==> src/sv/vector_l2_normalizer_macros.svh <==
// ----------------------------------------------------------------------------
// vector_l2_normalizer assertion macros
// concurrent checks on clk, held off while arst_n is low
// ----------------------------------------------------------------------------
`ifndef VECTOR_L2_NORMALIZER_MACROS_SVH
`define VECTOR_L2_NORMALIZER_MACROS_SVH

// consequent checked in the same cycle
`define VLN_ASSERT_SAME(label, ante, cons, msg) \
	label: assert property (@(posedge clk) disable iff (!arst_n) (ante) |-> (cons)) \
		else $error(msg);

// consequent checked in the cycle after the antecedent
`define VLN_ASSERT_NEXT(label, ante, cons, msg) \
	label: assert property (@(posedge clk) disable iff (!arst_n) (ante) |=> (cons)) \
		else $error(msg);

`endif

==> src/sv/vln_pkg.sv <==
// ----------------------------------------------------------------------------
// vln_pkg
// widths, constants and shared types of the vector l2 normalizer
// ----------------------------------------------------------------------------
`default_nettype none

package vln_pkg;

	localparam int MAX_DIM_DEF = 64;

	localparam int ELEM_W   = 16;
	localparam int MAG_W    = 17;
	localparam int SUM_W    = 37;
	localparam int RECIP_W  = 41;
	localparam int ROOT_W   = 42;
	localparam int QUO_W    = 84;
	localparam int SUB_W    = 45;
	localparam int STEP_W   = 7;
	localparam int PROD_W   = 58;
	localparam int YM_W     = 33;

	// 2^82 / S takes one quotient bit per step, the root one bit per step
	localparam int DIV_STEPS  = 83;
	localparam int SQRT_STEPS = 42;

	localparam int ROUND_SHIFT = 25;
	localparam int RND_BIAS    = 1 << 24;
	localparam int SAT_POS     = 32767;
	localparam int SAT_NEG     = 32768;

	typedef struct packed {
		logic busy;
		logic done;
	} rsq_stat_t;

endpackage

`default_nettype wire

==> src/sv/vln_sub.sv <==
// ----------------------------------------------------------------------------
// vln_sub
// shared subtract and compare unit of the reciprocal root sequencer
// ----------------------------------------------------------------------------
`default_nettype none

module vln_sub (
	input  wire logic [vln_pkg::SUB_W-1:0] a,
	input  wire logic [vln_pkg::SUB_W-1:0] b,
	output logic      [vln_pkg::SUB_W-1:0] diff,
	output logic                           ge
);

	logic [vln_pkg::SUB_W:0] full_w;

	assign full_w = {1'b0, a} - {1'b0, b};
	assign diff   = full_w[vln_pkg::SUB_W-1:0];
	// no borrow means a >= b
	assign ge     = ~full_w[vln_pkg::SUB_W];

endmodule

`default_nettype wire

==> src/sv/vln_rsqrt.sv <==
// ----------------------------------------------------------------------------
// vln_rsqrt
// rounded reciprocal square root: restoring divide of 2^82 by the sum,
// then a restoring integer square root, both on one shared subtractor
// ----------------------------------------------------------------------------
`default_nettype none

module vln_rsqrt (
	input  wire logic                             clk,
	input  wire logic                             arst_n,
	input  wire logic                             go,
	input  wire logic [vln_pkg::SUM_W-1:0]        sum,
	output vln_pkg::rsq_stat_t                    stat,
	output logic      [vln_pkg::RECIP_W-1:0]      recip
);

	typedef enum logic [1:0] {
		IDLE,
		DIV,
		SQRT,
		DONE
	} state_t;

	state_t                          state_q;
	logic [vln_pkg::STEP_W-1:0]      step_q;
	logic [vln_pkg::SUB_W-1:0]       rem_q;
	logic [vln_pkg::QUO_W-1:0]       quo_q;
	logic [vln_pkg::ROOT_W-1:0]      root_q;

	logic [vln_pkg::SUB_W-1:0]       sub_a;
	logic [vln_pkg::SUB_W-1:0]       sub_b;
	logic [vln_pkg::SUB_W-1:0]       sub_diff;
	logic                            sub_ge;
	logic                            div_bit;
	logic [vln_pkg::ROOT_W:0]        root_inc;

	// the dividend 2^82 has a single one, taken on the first step
	assign div_bit = (step_q == vln_pkg::STEP_W'(vln_pkg::DIV_STEPS - 1));

	always_comb begin
		if (state_q == SQRT) begin
			sub_a = {rem_q[vln_pkg::SUB_W-3:0], quo_q[vln_pkg::QUO_W-1 -: 2]};
			sub_b = {1'b0, root_q, 2'b01};
		end else begin
			sub_a = {rem_q[vln_pkg::SUB_W-2:0], div_bit};
			sub_b = vln_pkg::SUB_W'(sum);
		end
	end

	vln_sub u_sub (
		.a    (sub_a),
		.b    (sub_b),
		.diff (sub_diff),
		.ge   (sub_ge)
	);

	// largest odd t <= isqrt(q) gives r = (t + 1) / 2 = (root + 1) >> 1
	assign root_inc = {1'b0, root_q} + (vln_pkg::ROOT_W + 1)'(1);
	assign recip    = root_inc[vln_pkg::RECIP_W:1];

	assign stat.busy = (state_q != IDLE);
	assign stat.done = (state_q == DONE);

	always_ff @(posedge clk or negedge arst_n) begin
		if (!arst_n) begin
			state_q <= IDLE;
			step_q  <= '0;
			rem_q   <= '0;
			quo_q   <= '0;
			root_q  <= '0;
		end else begin
			unique case (state_q)
				IDLE: begin
					if (go) begin
						rem_q   <= '0;
						quo_q   <= '0;
						root_q  <= '0;
						step_q  <= vln_pkg::STEP_W'(vln_pkg::DIV_STEPS - 1);
						state_q <= DIV;
					end
				end
				DIV: begin
					quo_q <= {quo_q[vln_pkg::QUO_W-2:0], sub_ge};
					if (step_q == '0) begin
						rem_q   <= '0;
						step_q  <= vln_pkg::STEP_W'(vln_pkg::SQRT_STEPS - 1);
						state_q <= SQRT;
					end else begin
						rem_q  <= sub_ge ? sub_diff : sub_a;
						step_q <= step_q - vln_pkg::STEP_W'(1);
					end
				end
				SQRT: begin
					rem_q  <= sub_ge ? sub_diff : sub_a;
					root_q <= {root_q[vln_pkg::ROOT_W-2:0], sub_ge};
					quo_q  <= {quo_q[vln_pkg::QUO_W-3:0], 2'b00};
					if (step_q == '0) begin
						state_q <= DONE;
					end else begin
						step_q <= step_q - vln_pkg::STEP_W'(1);
					end
				end
				DONE: begin
					state_q <= IDLE;
				end
				default: begin
					state_q <= IDLE;
				end
			endcase
		end
	end

endmodule

`default_nettype wire

==> src/sv/vln_store.sv <==
// ----------------------------------------------------------------------------
// vln_store
// element memory, one write port and one registered read port
// ----------------------------------------------------------------------------
`default_nettype none

module vln_store #(
	parameter int MAX_DIM = vln_pkg::MAX_DIM_DEF
) (
	input  wire logic                              clk,
	input  wire logic                              we,
	input  wire logic [$clog2(MAX_DIM)-1:0]        waddr,
	input  wire logic [vln_pkg::ELEM_W-1:0]        wdata,
	input  wire logic [$clog2(MAX_DIM)-1:0]        raddr,
	output logic      [vln_pkg::ELEM_W-1:0]        rdata
);

	logic [vln_pkg::ELEM_W-1:0] mem [MAX_DIM];
	logic [vln_pkg::ELEM_W-1:0] rdata_q;

	always_ff @(posedge clk) begin
		if (we) begin
			mem[waddr] <= wdata;
		end
		rdata_q <= mem[raddr];
	end

	assign rdata = rdata_q;

endmodule

`default_nettype wire

==> src/sv/vector_l2_normalizer.sv <==
// ----------------------------------------------------------------------------
// vector_l2_normalizer
// scales a vector of Q4.12 elements to unit length, results in Q1.15
// ----------------------------------------------------------------------------
// A word is taken at a clock edge with start high and busy low; element_value
// is one element, last_element closes the vector. Words that do not close
// the vector can come one per cycle, and busy stays low between them.
// On the closing word busy rises. The reciprocal root of the sum of squares
// runs on one shared 45-bit subtractor: a division of 2^82 by the sum, then
// a square root, both before the first result; an all-zero vector skips them.
// Then one result per cycle for each stored element, in arrival order, each
// marked by valid for exactly one cycle; last_result flags the final one and
// truncated flags a vector that had words beyond MAX_DIM dropped.
// busy falls in the cycle that shows the final result.
// Results are not held: the receiver must take each one as it appears.
// Reset clears the partial vector; no result is pending after reset.
// ----------------------------------------------------------------------------
`default_nettype none

`include "vector_l2_normalizer_macros.svh"

module vector_l2_normalizer #(
	parameter int MAX_DIM = vln_pkg::MAX_DIM_DEF
) (
	input  wire logic                                clk,
	input  wire logic                                arst_n,
	input  wire logic                                start,
	output logic                                     busy,
	input  wire logic signed [vln_pkg::ELEM_W-1:0]   element_value,
	input  wire logic                                last_element,
	output logic                                     valid,
	output logic signed      [vln_pkg::ELEM_W-1:0]   normalized_value,
	output logic                                     last_result,
	output logic                                     truncated
);

	localparam int AW = $clog2(MAX_DIM);
	localparam int CW = $clog2(MAX_DIM + 1);

	typedef enum logic [2:0] {
		ACC,
		KICK,
		CALC,
		DRAIN,
		FLUSH
	} state_t;

	state_t                          state_q;
	logic [CW-1:0]                   count_q;
	logic [vln_pkg::SUM_W-1:0]       sum_q;
	logic                            ovf_q;
	logic [AW-1:0]                   rd_idx_q;
	logic [vln_pkg::RECIP_W-1:0]     recip_q;

	logic                            valid_s1;
	logic                            last_s1;
	logic                            valid_s2;
	logic                            last_s2;
	logic                            neg_s2;
	logic [vln_pkg::PROD_W-1:0]      prod_s2;

	logic                            valid_q;
	logic [vln_pkg::ELEM_W-1:0]      value_q;
	logic                            last_q;
	logic                            trunc_q;

	logic                            accept;
	logic                            store_we;
	logic signed [31:0]              sq_w;
	logic                            rd_last;
	logic                            rsq_go;
	vln_pkg::rsq_stat_t              rsq_stat;
	logic [vln_pkg::RECIP_W-1:0]     rsq_recip;
	logic [vln_pkg::ELEM_W-1:0]      rdata;
	logic [vln_pkg::MAG_W-1:0]       mag_w;
	logic [vln_pkg::PROD_W-1:0]      rnd_w;
	logic [vln_pkg::YM_W-1:0]        ym_w;
	logic [vln_pkg::YM_W-1:0]        lim_w;
	logic [vln_pkg::ELEM_W-1:0]      ysat_w;
	logic [vln_pkg::ELEM_W-1:0]      y_w;

	assign busy     = (state_q != ACC);
	assign accept   = start && !busy;
	assign store_we = accept && (count_q < CW'(MAX_DIM));
	assign sq_w     = element_value * element_value;
	assign rd_last  = (CW'(rd_idx_q) == count_q - CW'(1));
	assign rsq_go   = (state_q == KICK) && (sum_q != '0);

	vln_store #(
		.MAX_DIM (MAX_DIM)
	) u_store (
		.clk   (clk),
		.we    (store_we),
		.waddr (count_q[AW-1:0]),
		.wdata (element_value),
		.raddr (rd_idx_q),
		.rdata (rdata)
	);

	vln_rsqrt u_rsqrt (
		.clk    (clk),
		.arst_n (arst_n),
		.go     (rsq_go),
		.sum    (sum_q),
		.stat   (rsq_stat),
		.recip  (rsq_recip)
	);

	always_ff @(posedge clk or negedge arst_n) begin
		if (!arst_n) begin
			state_q  <= ACC;
			count_q  <= '0;
			sum_q    <= '0;
			ovf_q    <= 1'b0;
			rd_idx_q <= '0;
			valid_s1 <= 1'b0;
			last_s1  <= 1'b0;
			valid_s2 <= 1'b0;
			last_s2  <= 1'b0;
			valid_q  <= 1'b0;
		end else begin
			valid_s1 <= (state_q == DRAIN);
			last_s1  <= (state_q == DRAIN) && rd_last;
			valid_s2 <= valid_s1;
			last_s2  <= last_s1;
			valid_q  <= valid_s2;
			unique case (state_q)
				ACC: begin
					if (accept) begin
						if (store_we) begin
							count_q <= count_q + CW'(1);
							sum_q   <= sum_q + vln_pkg::SUM_W'(sq_w[30:0]);
						end else begin
							ovf_q <= 1'b1;
						end
						if (last_element) begin
							state_q <= KICK;
						end
					end
				end
				KICK: begin
					rd_idx_q <= '0;
					// an all-zero vector skips the root and drains with a zero scale
					state_q  <= (sum_q == '0) ? DRAIN : CALC;
				end
				CALC: begin
					if (rsq_stat.done) begin
						state_q <= DRAIN;
					end
				end
				DRAIN: begin
					if (rd_last) begin
						state_q <= FLUSH;
					end else begin
						rd_idx_q <= rd_idx_q + AW'(1);
					end
				end
				FLUSH: begin
					if (valid_s2 && last_s2) begin
						count_q <= '0;
						sum_q   <= '0;
						ovf_q   <= 1'b0;
						state_q <= ACC;
					end
				end
				default: begin
					state_q <= ACC;
				end
			endcase
		end
	end

	// magnitude of the stored element, -32768 maps to 32768
	assign mag_w = rdata[vln_pkg::ELEM_W-1] ?
		(vln_pkg::MAG_W'(0) - {rdata[vln_pkg::ELEM_W-1], rdata}) : {1'b0, rdata};

	// round half away from zero, then saturate the magnitude by sign
	assign rnd_w  = prod_s2 + vln_pkg::PROD_W'(vln_pkg::RND_BIAS);
	assign ym_w   = rnd_w[vln_pkg::PROD_W-1:vln_pkg::ROUND_SHIFT];
	assign lim_w  = neg_s2 ? vln_pkg::YM_W'(vln_pkg::SAT_NEG) : vln_pkg::YM_W'(vln_pkg::SAT_POS);
	assign ysat_w = (ym_w > lim_w) ? lim_w[vln_pkg::ELEM_W-1:0] : ym_w[vln_pkg::ELEM_W-1:0];
	assign y_w    = neg_s2 ? (vln_pkg::ELEM_W'(0) - ysat_w) : ysat_w;

	always_ff @(posedge clk) begin
		if (state_q == KICK) begin
			recip_q <= '0;
		end else if (rsq_stat.done) begin
			recip_q <= rsq_recip;
		end
		prod_s2 <= vln_pkg::PROD_W'(mag_w) * vln_pkg::PROD_W'(recip_q);
		neg_s2  <= rdata[vln_pkg::ELEM_W-1];
		value_q <= y_w;
		last_q  <= last_s2;
		trunc_q <= ovf_q;
	end

	assign valid            = valid_q;
	assign normalized_value = value_q;
	assign last_result      = last_q;
	assign truncated        = trunc_q;

	`VLN_ASSERT_SAME(a_mid_result_busy, valid && !last_result, busy,
		"result before the final one shown while not busy")
	`VLN_ASSERT_SAME(a_count_bound, 1'b1, count_q <= CW'(MAX_DIM),
		"element count beyond store depth")
	`VLN_ASSERT_SAME(a_root_done_calc, rsq_stat.done, state_q == CALC,
		"reciprocal root finished outside the wait state")
	`VLN_ASSERT_SAME(a_root_idle_acc, state_q == ACC, !rsq_stat.busy,
		"reciprocal root running while taking words")
	`VLN_ASSERT_NEXT(a_close_busy, start && !busy && last_element, busy,
		"closing word did not raise busy")

endmodule

`default_nettype wire
==> config.mk <==
export PLATFORM = sky130hd
export DESIGN_NAME = vector_l2_normalizer
export DESIGN_NICKNAME = d
export VERILOG_FILES = /design/src/sv/vln_pkg.sv /design/src/sv/vln_sub.sv /design/src/sv/vln_rsqrt.sv /design/src/sv/vln_store.sv /design/src/sv/vector_l2_normalizer.sv
export VERILOG_INCLUDE_DIRS = /design/src /design/src/sv
export SDC_FILE = /design/constraint.sdc
export NUM_CORES = 2
export LEC_CHECK = 0
export CAP_MARGIN = 15
export CORE_ASPECT_RATIO = 0.75
export CORE_MARGIN = 4
export CORE_UTILIZATION = 50
export CTS_CLUSTER_SIZE = 40
export DETAILED_ROUTE_END_ITERATION = 8
export DONT_BUFFER_PORTS = 1
export PLACE_DENSITY_LB_ADDON = 0.05
export SLEW_MARGIN = 40
export SYNTH_ARGS = -nofsm -noshare
export SYNTH_HDL_FRONTEND = slang
export SYNTH_SLANG_ARGS = --single-unit
export TNS_END_PERCENT = 30
==> constraint.sdc <==
create_clock -name clk -period 17.1 [get_ports clk]
set_input_delay 2.565 -clock clk [delete_from_list [all_inputs] [get_ports clk]]
set_output_delay 2.565 -clock clk [all_outputs]
set_load 0.02 [all_outputs]
# Yosys cells after proc, flatten, opt, wreduce, memory -nomap -nowiden
# Memory sizes are Yosys's and may differ from the RTL's. A register that Yosys moved wholly into a read port is not among the register bits.
# Cells that the tools add are included.
[classes] n_addsub=10 n_mul=2 n_lt_le_gt_ge=2 eq_ne=21 muxes=45 n_bitwise=1 reduce_logical=24
[ops] operator="$pmux 84 s3" count=1
[ops] operator="$mux 44" count=4
[ops] operator="$pmux 44 s3" count=1
[ops] operator="$mux 37" count=3
[ops] operator="$mux 84" count=1
[ops] operator="$pmux 42 s2" count=1
[ops] operator="$pmux 37 s2" count=1
[ops] operator="$add 58x25->58 const B" count=1
[ops] operator="$mul 17x41->58" count=1
[ops] operator="$mux 16" count=3
[ops] operator="$sub 45x44->46" count=1
[ops] operator="$mux 45" count=1
[ops] operator="$add 42x1->42 const B" count=1
[ops] operator="$mux 42" count=1
[ops] operator="$mux 7" count=6
[ops] operator="$add 37x31->37" count=1
[ops] operator="$logic_not 37->1" count=1
[ops] operator="$reduce_bool 37->1" count=1
[ops] operator="$gt 33x16->1" count=1
[ops] operator="$mul 16x16->31" count=1
[ops] operator="$ne 2x2->1 const B" count=11
[ops] operator="$pmux 7 s3" count=1
[ops] operator="$mux 17" count=1
[ops] operator="$sub 1x16->17 const A" count=1
[ops] operator="other kinds (34)" count=59
[totals] reg_bits=356 ram_bits=1024 input_bits=20 output_inout_bits=20 elab_cells=127 n_memories=1
[mem_list] memory="u_store.mem" words=64 width=16 rd=1 rd_ports_with_merged_regs=1 write_ports=1 line_no="vln_store.sv:18" source="logic [vln_pkg::ELEM_W-1:0] mem [MAX_DIM];"

# Longest topological paths before layout
[depth] depth_word=7 depth_mapped=36

# Hierarchy
# Synthesis repeated with hierarchy kept, for this count alone.
[unflattened] cells_unflattened=7519 hier_area_um2=91032.3
[by_module_without_submodules] mod="vln_store" n_inst=1 cells_each=1829 area_each_um2=40042.2
[by_module_without_submodules] mod="vector_l2_normalizer" n_inst=1 cells_each=4248 area_each_um2=37667.4
[by_module_without_submodules] mod="vln_rsqrt" n_inst=1 cells_each=1029 area_each_um2=10626.4
[by_module_without_submodules] mod="vln_sub" n_inst=1 cells_each=413 area_each_um2=2696.3

# Worst setup path after synthesis
# OpenSTA, ideal clock, no wires.
[synth_path] path_kind="in2reg" start="input element_value[1] in the netlist's numbering" end="register sum_q[26] in the netlist's numbering" t_arrival_ns=9.736 setup_slack_ns=7.243 cell_stages=29 cell_sequence="clkbuf_1 > clkbuf_1 > nand2_1 > fa_1 > fa_1 > fa_1 > inv_1 > ha_1 > fa_1 > inv_1 > fa_1 > inv_1 > ha_1 > or4_1 > o21ai_0 > a21oi_1 > o21a_1 > o21ai_0 > nand2b_1 > a21oi_1 > xnor2_1 > ha_1 > and4_1 > a221oi_1 > and3_1 > a221oi_1 > a221o_1 > or2_2 > a32o_1"
[synth_via] elab_chain_len=5
[synth_rtl] element="start: declaration" line_no="vector_l2_normalizer.sv:29" source="input wire logic signed [vln_pkg::ELEM_W-1:0] element_value,"
[synth_rtl] element="$mul 16x16->31" line_no="vector_l2_normalizer.sv:85" source="assign sq_w = element_value * element_value;"
[synth_rtl] element="$add 37x31->37" line_no="vector_l2_normalizer.sv:132" source="sum_q <= sum_q + vln_pkg::SUM_W'(sq_w[30:0]);"
[synth_rtl] element="$mux 37" line_no="vector_l2_normalizer.sv:130" source="if (store_we) begin"
[synth_rtl] element="$mux 37" line_no="vector_l2_normalizer.sv:129" source="if (accept) begin"
[synth_rtl] element="$pmux 37 s2" line_no="vector_l2_normalizer.sv:127" source="unique case (state_q)"
[synth_rtl] element="end signal: assignment" line_no="vector_l2_normalizer.sv:132"
[synth_rtl] element="end: declaration" line_no="vector_l2_normalizer.sv:50" source="logic [vln_pkg::SUM_W-1:0] sum_q;"
# Every way passes these cells. The select of a mux whose other input is x is not followed.
# A chain may end at the register's enable or synchronous reset.

# Worst setup path in the final report
[layout_path] start="input element_value[3] in the netlist's numbering" end="register sum_q[34] in the netlist's numbering"
# The elaborated chain is that of the path after synthesis.

==> results by group <==
Worst hold path
  – Worst Hold Depth: 0
  – Tightest Hold Check Type: register to register

Placement
  – PortBufs: 0
  – GPL Wtd Cong: approximately 0.84
  – Post-detail-place hpwl: 151000 µm

CTS
  – Worst-Skew Late Latency: 0.80 ns
  – Num CTS Buffers: 141
  – # H-tree levels: 4
  – TritonCTS clock tree: built
  – Clk slew on worst S/H paths: 0.06 ns
  – Post-CTS Setup Inserts: 0
  – Post-CTS Resized: 0
  – Total clock sinks: 1372
  – Root buf cell: clkbuf_16
  – CTS hold repair buffers: 0
  – Clock Path Buffers: 3

STA
  – Finish-stage setup viols: 0
  – Period utilisation layout: 0.580
  – Final hold vios: 0
  – Fmax: 0.101 GHz
  – Setup TNS: 0 ns
  – Setup Skew: roughly 0.04 ns
  – Pins over their slew limit: 0
  – Relative slew slack: 0.425
  – Slew at the pin with the worst max-slew slack: 0.860 ns
  – Crit path time final: 9.93 ns
  – RSZ-0062 raised after global routing: no

Global route
  – Global-route wire length before repair: 350000 µm
  – Largest net degree at the start of global routing: roughly 240
  – Total grt overflow: 0
  – Total track usage: 0.254
  – Vias in the first global route: roughly 56000
  – Initial antenna violation count: 8

Die
  – Core Region: 174000 µm²
  – Die ar.: 183000 µm²
  – Starting Density: 0.506
  – IO Count: 40
  – # rows: ~130
  – Die Ht: 371 µm
  – Die Wd: around 500 µm

Logic synthesis
  – Synth unique cells: 88
  – Synth top area share: 0.350
  – Number of flops mapped to enable cells by yosys: between 1000 and 1500
  – Main synth FF type: edfxtp_1
  – Ys Warns: 0
  – Syn_area_per_cell: roughly 13 µm²
  – Yosys top cell by area: edfxtp_1
  – Syn Inst Count: 6955
  – Async SR Flop Fraction: 0.173
  – Seq/Total Area, Yosys: 0.442
  – Most common cell in the netlist: inv_1
  – Register bit count reported by yosys: between 1000 and 1500
  – Netlist Area Pre-Place: 87900 µm²
  – List of most frequent post-synthesis cells: 1070 x inv_1, 1024 x edfxtp_1, 810 x fa_1, 784 x nand2_1, 336 x mux4_2
  – Top cells by area, synth: edfxtp_1 35%, fa_1 18%, mux4_2 8.6%, dfrtp_1 6.8%, ha_1 4.7%

Route
  – DR iter-0 viols: slightly above 5000
  – Antenna Nets Post-Route: 0
  – Avg WL per Cell: 24.2 µm
  – Routed Wire Length: 227000 µm
  – DRC viols: 0
  – Detailed-route via count: ~54000
  – Vias per inst: 5.76
  – First-pass DRT Iterations: 9

Final layout
  – Area taken by multi-input logic gates: around 44000 µm²
  – Area Growth Syn to Fin: 8.90%
  – Fillers: 14600
  – NumNets Final: 8080
  – Fraction of layout cells with a size suffix above 1: 0.118
  – Register area: between 30000 and 40000 µm²

Critical path
  – CP max stage delay: between 0.5 and 0.6 ns
  – Worst EP required: between 15 and 20 ns
  – Top delay family on crit path: adder cells
  – Arrival @ worst endpoint: around 11 ns
  – Bufs and invs on worst path: 5
  – Worst Path Class, Setup: input pin to register
  – CP Max Fanout: 79
  – CP max-delay cell: o41ai_1
  – Cell mode on critical path: fa_1
  – Crit. path cell count: 30
  – R2R cell count: 28
  – Startpoint Class: input pin
  – Crit. End Element: register

Flow run
  – Max_cap viols: 0

Outcome
  – Run status: finished, final reports clean
-- path summary, 6_finish.rpt --
check | startpoint | end | slack [ns]
max | element_value[3] | sum_q[34] | 7.17
min | valid_s1 | valid_s2 | 0.35
max reg2reg | u_store.rdata[6] | prod_s2[48] | 7.55
min reg2reg | valid_s1 | valid_s2 | 0.35
max in group asynchronous | arst_n | sum_q[20] | 15.14
min in group asynchronous | arst_n | u_rsqrt.rem_q[17] | 1.54
-- area by class of cell --
| cell class | count | share of cell area |
|---|---|---|
| inverter | 1071 | 0.0420 |
| tap | 2345 | 0.0306 |
| clock buffer | 181 | 0.0393 |
| multi-input combinational | 4192 | 0.460 |
| sequential | 1372 | 0.407 |
| clock inverter | 74 | 0.00810 |
| timing repair buffer | 144 | 0.0131 |
| antenna | 4 | 0.000105 |
-- kinds of logic (layout without fill, tap and decap cells) --
family,count (synthesis),after routing,share of synthesized area
buffers and inverters,1430,1470,0.0613
flip-flops,1372,1372,0.442
AO/OA/AOI/OAI,775,775,0.0610
multiplexers,451,451,0.0998
AND/OR/NAND/NOR,1554,1554,0.0812
adder cells (fa/ha/maj),1138,1138,0.231
other,2,45,0.0000854
XOR/XNOR,233,233,0.0232
-- flip-flops by register name (all words and copies together) (netlist names), 2 cells and up --
name              flops
sum_q                37
prod_s2              34
rd_idx_q              6
count_q               7
recip_q              41
u_rsqrt.state_q       2
u_rsqrt.rem_q        44
u_rsqrt.root_q       42
state_q               3
u_rsqrt.quo_q        84
normalized_value     16
u_store.rdata        16
u_store.mem        1024
u_rsqrt.step_q        7
-- cell usage in the layout, fill, tap and decap left out, types with 19 or more instances in the layout --
cell type and instances:
nor3_1 35, mux2i_1 71, dfrtp_1 234, nand4_1 42
and2_1 189, nor2_2 33, nand3_1 69, a222oi_1 82
a21oi_1 173, o21a_1 20, edfxtp_1 1024, o21ai_0 159
nand2_1 784, xor2_1 98, nand2b_1 21, inv_1 1070
xnor2_1 122, a21o_1 62, mux4_2 336, clkinv_1 29
a22o_1 56, a211oi_1 54, mux2_2 44, buf_4 125
conb_1 41, nor2b_1 19, nor2_1 223, clkbuf_16 141
fa_1 810, or3_1 23, ha_1 326, and3_1 30
dfxtp_1 99, o21bai_1 26, clkbuf_1 32
-- per-layer routing --
| metal | routed length [µm] | part of all wire | global-route usage |
|---|---|---|---|
| met1 | 109000 | 0.48 | 0.404 |
| met4 | 3980 | 0.018 | 0.0490 |
| met5 | 0 | 0 | 0 |
| met3 | 19100 | 0.084 | 0.0572 |
| met2 | 94500 | 0.42 | 0.359 |
-- metrics by stage --
stage | hold WS [ns] | utilization | std cells | worst slack (ns) | instance area (µm²)
after floorplan | 0.331 | - | 6994 | 7.24 | 88100
after global placement | 0.334 | 0.523 | 9114 | 6.58 | 91000
after detailed placement | 0.335 | 0.524 | 9120 | 6.56 | 91100
after CTS | 0.345 | 0.550 | 9375 | 7.38 | 95600
after global routing | 0.349 | 0.551 | 9380 | 6.91 | 95800
final | 0.347 | 0.551 | 9383 | 7.17 | 95800
Power is not shown: default switching activity piles up to over one toggle a cycle in this logic, so the estimate is an artifact.
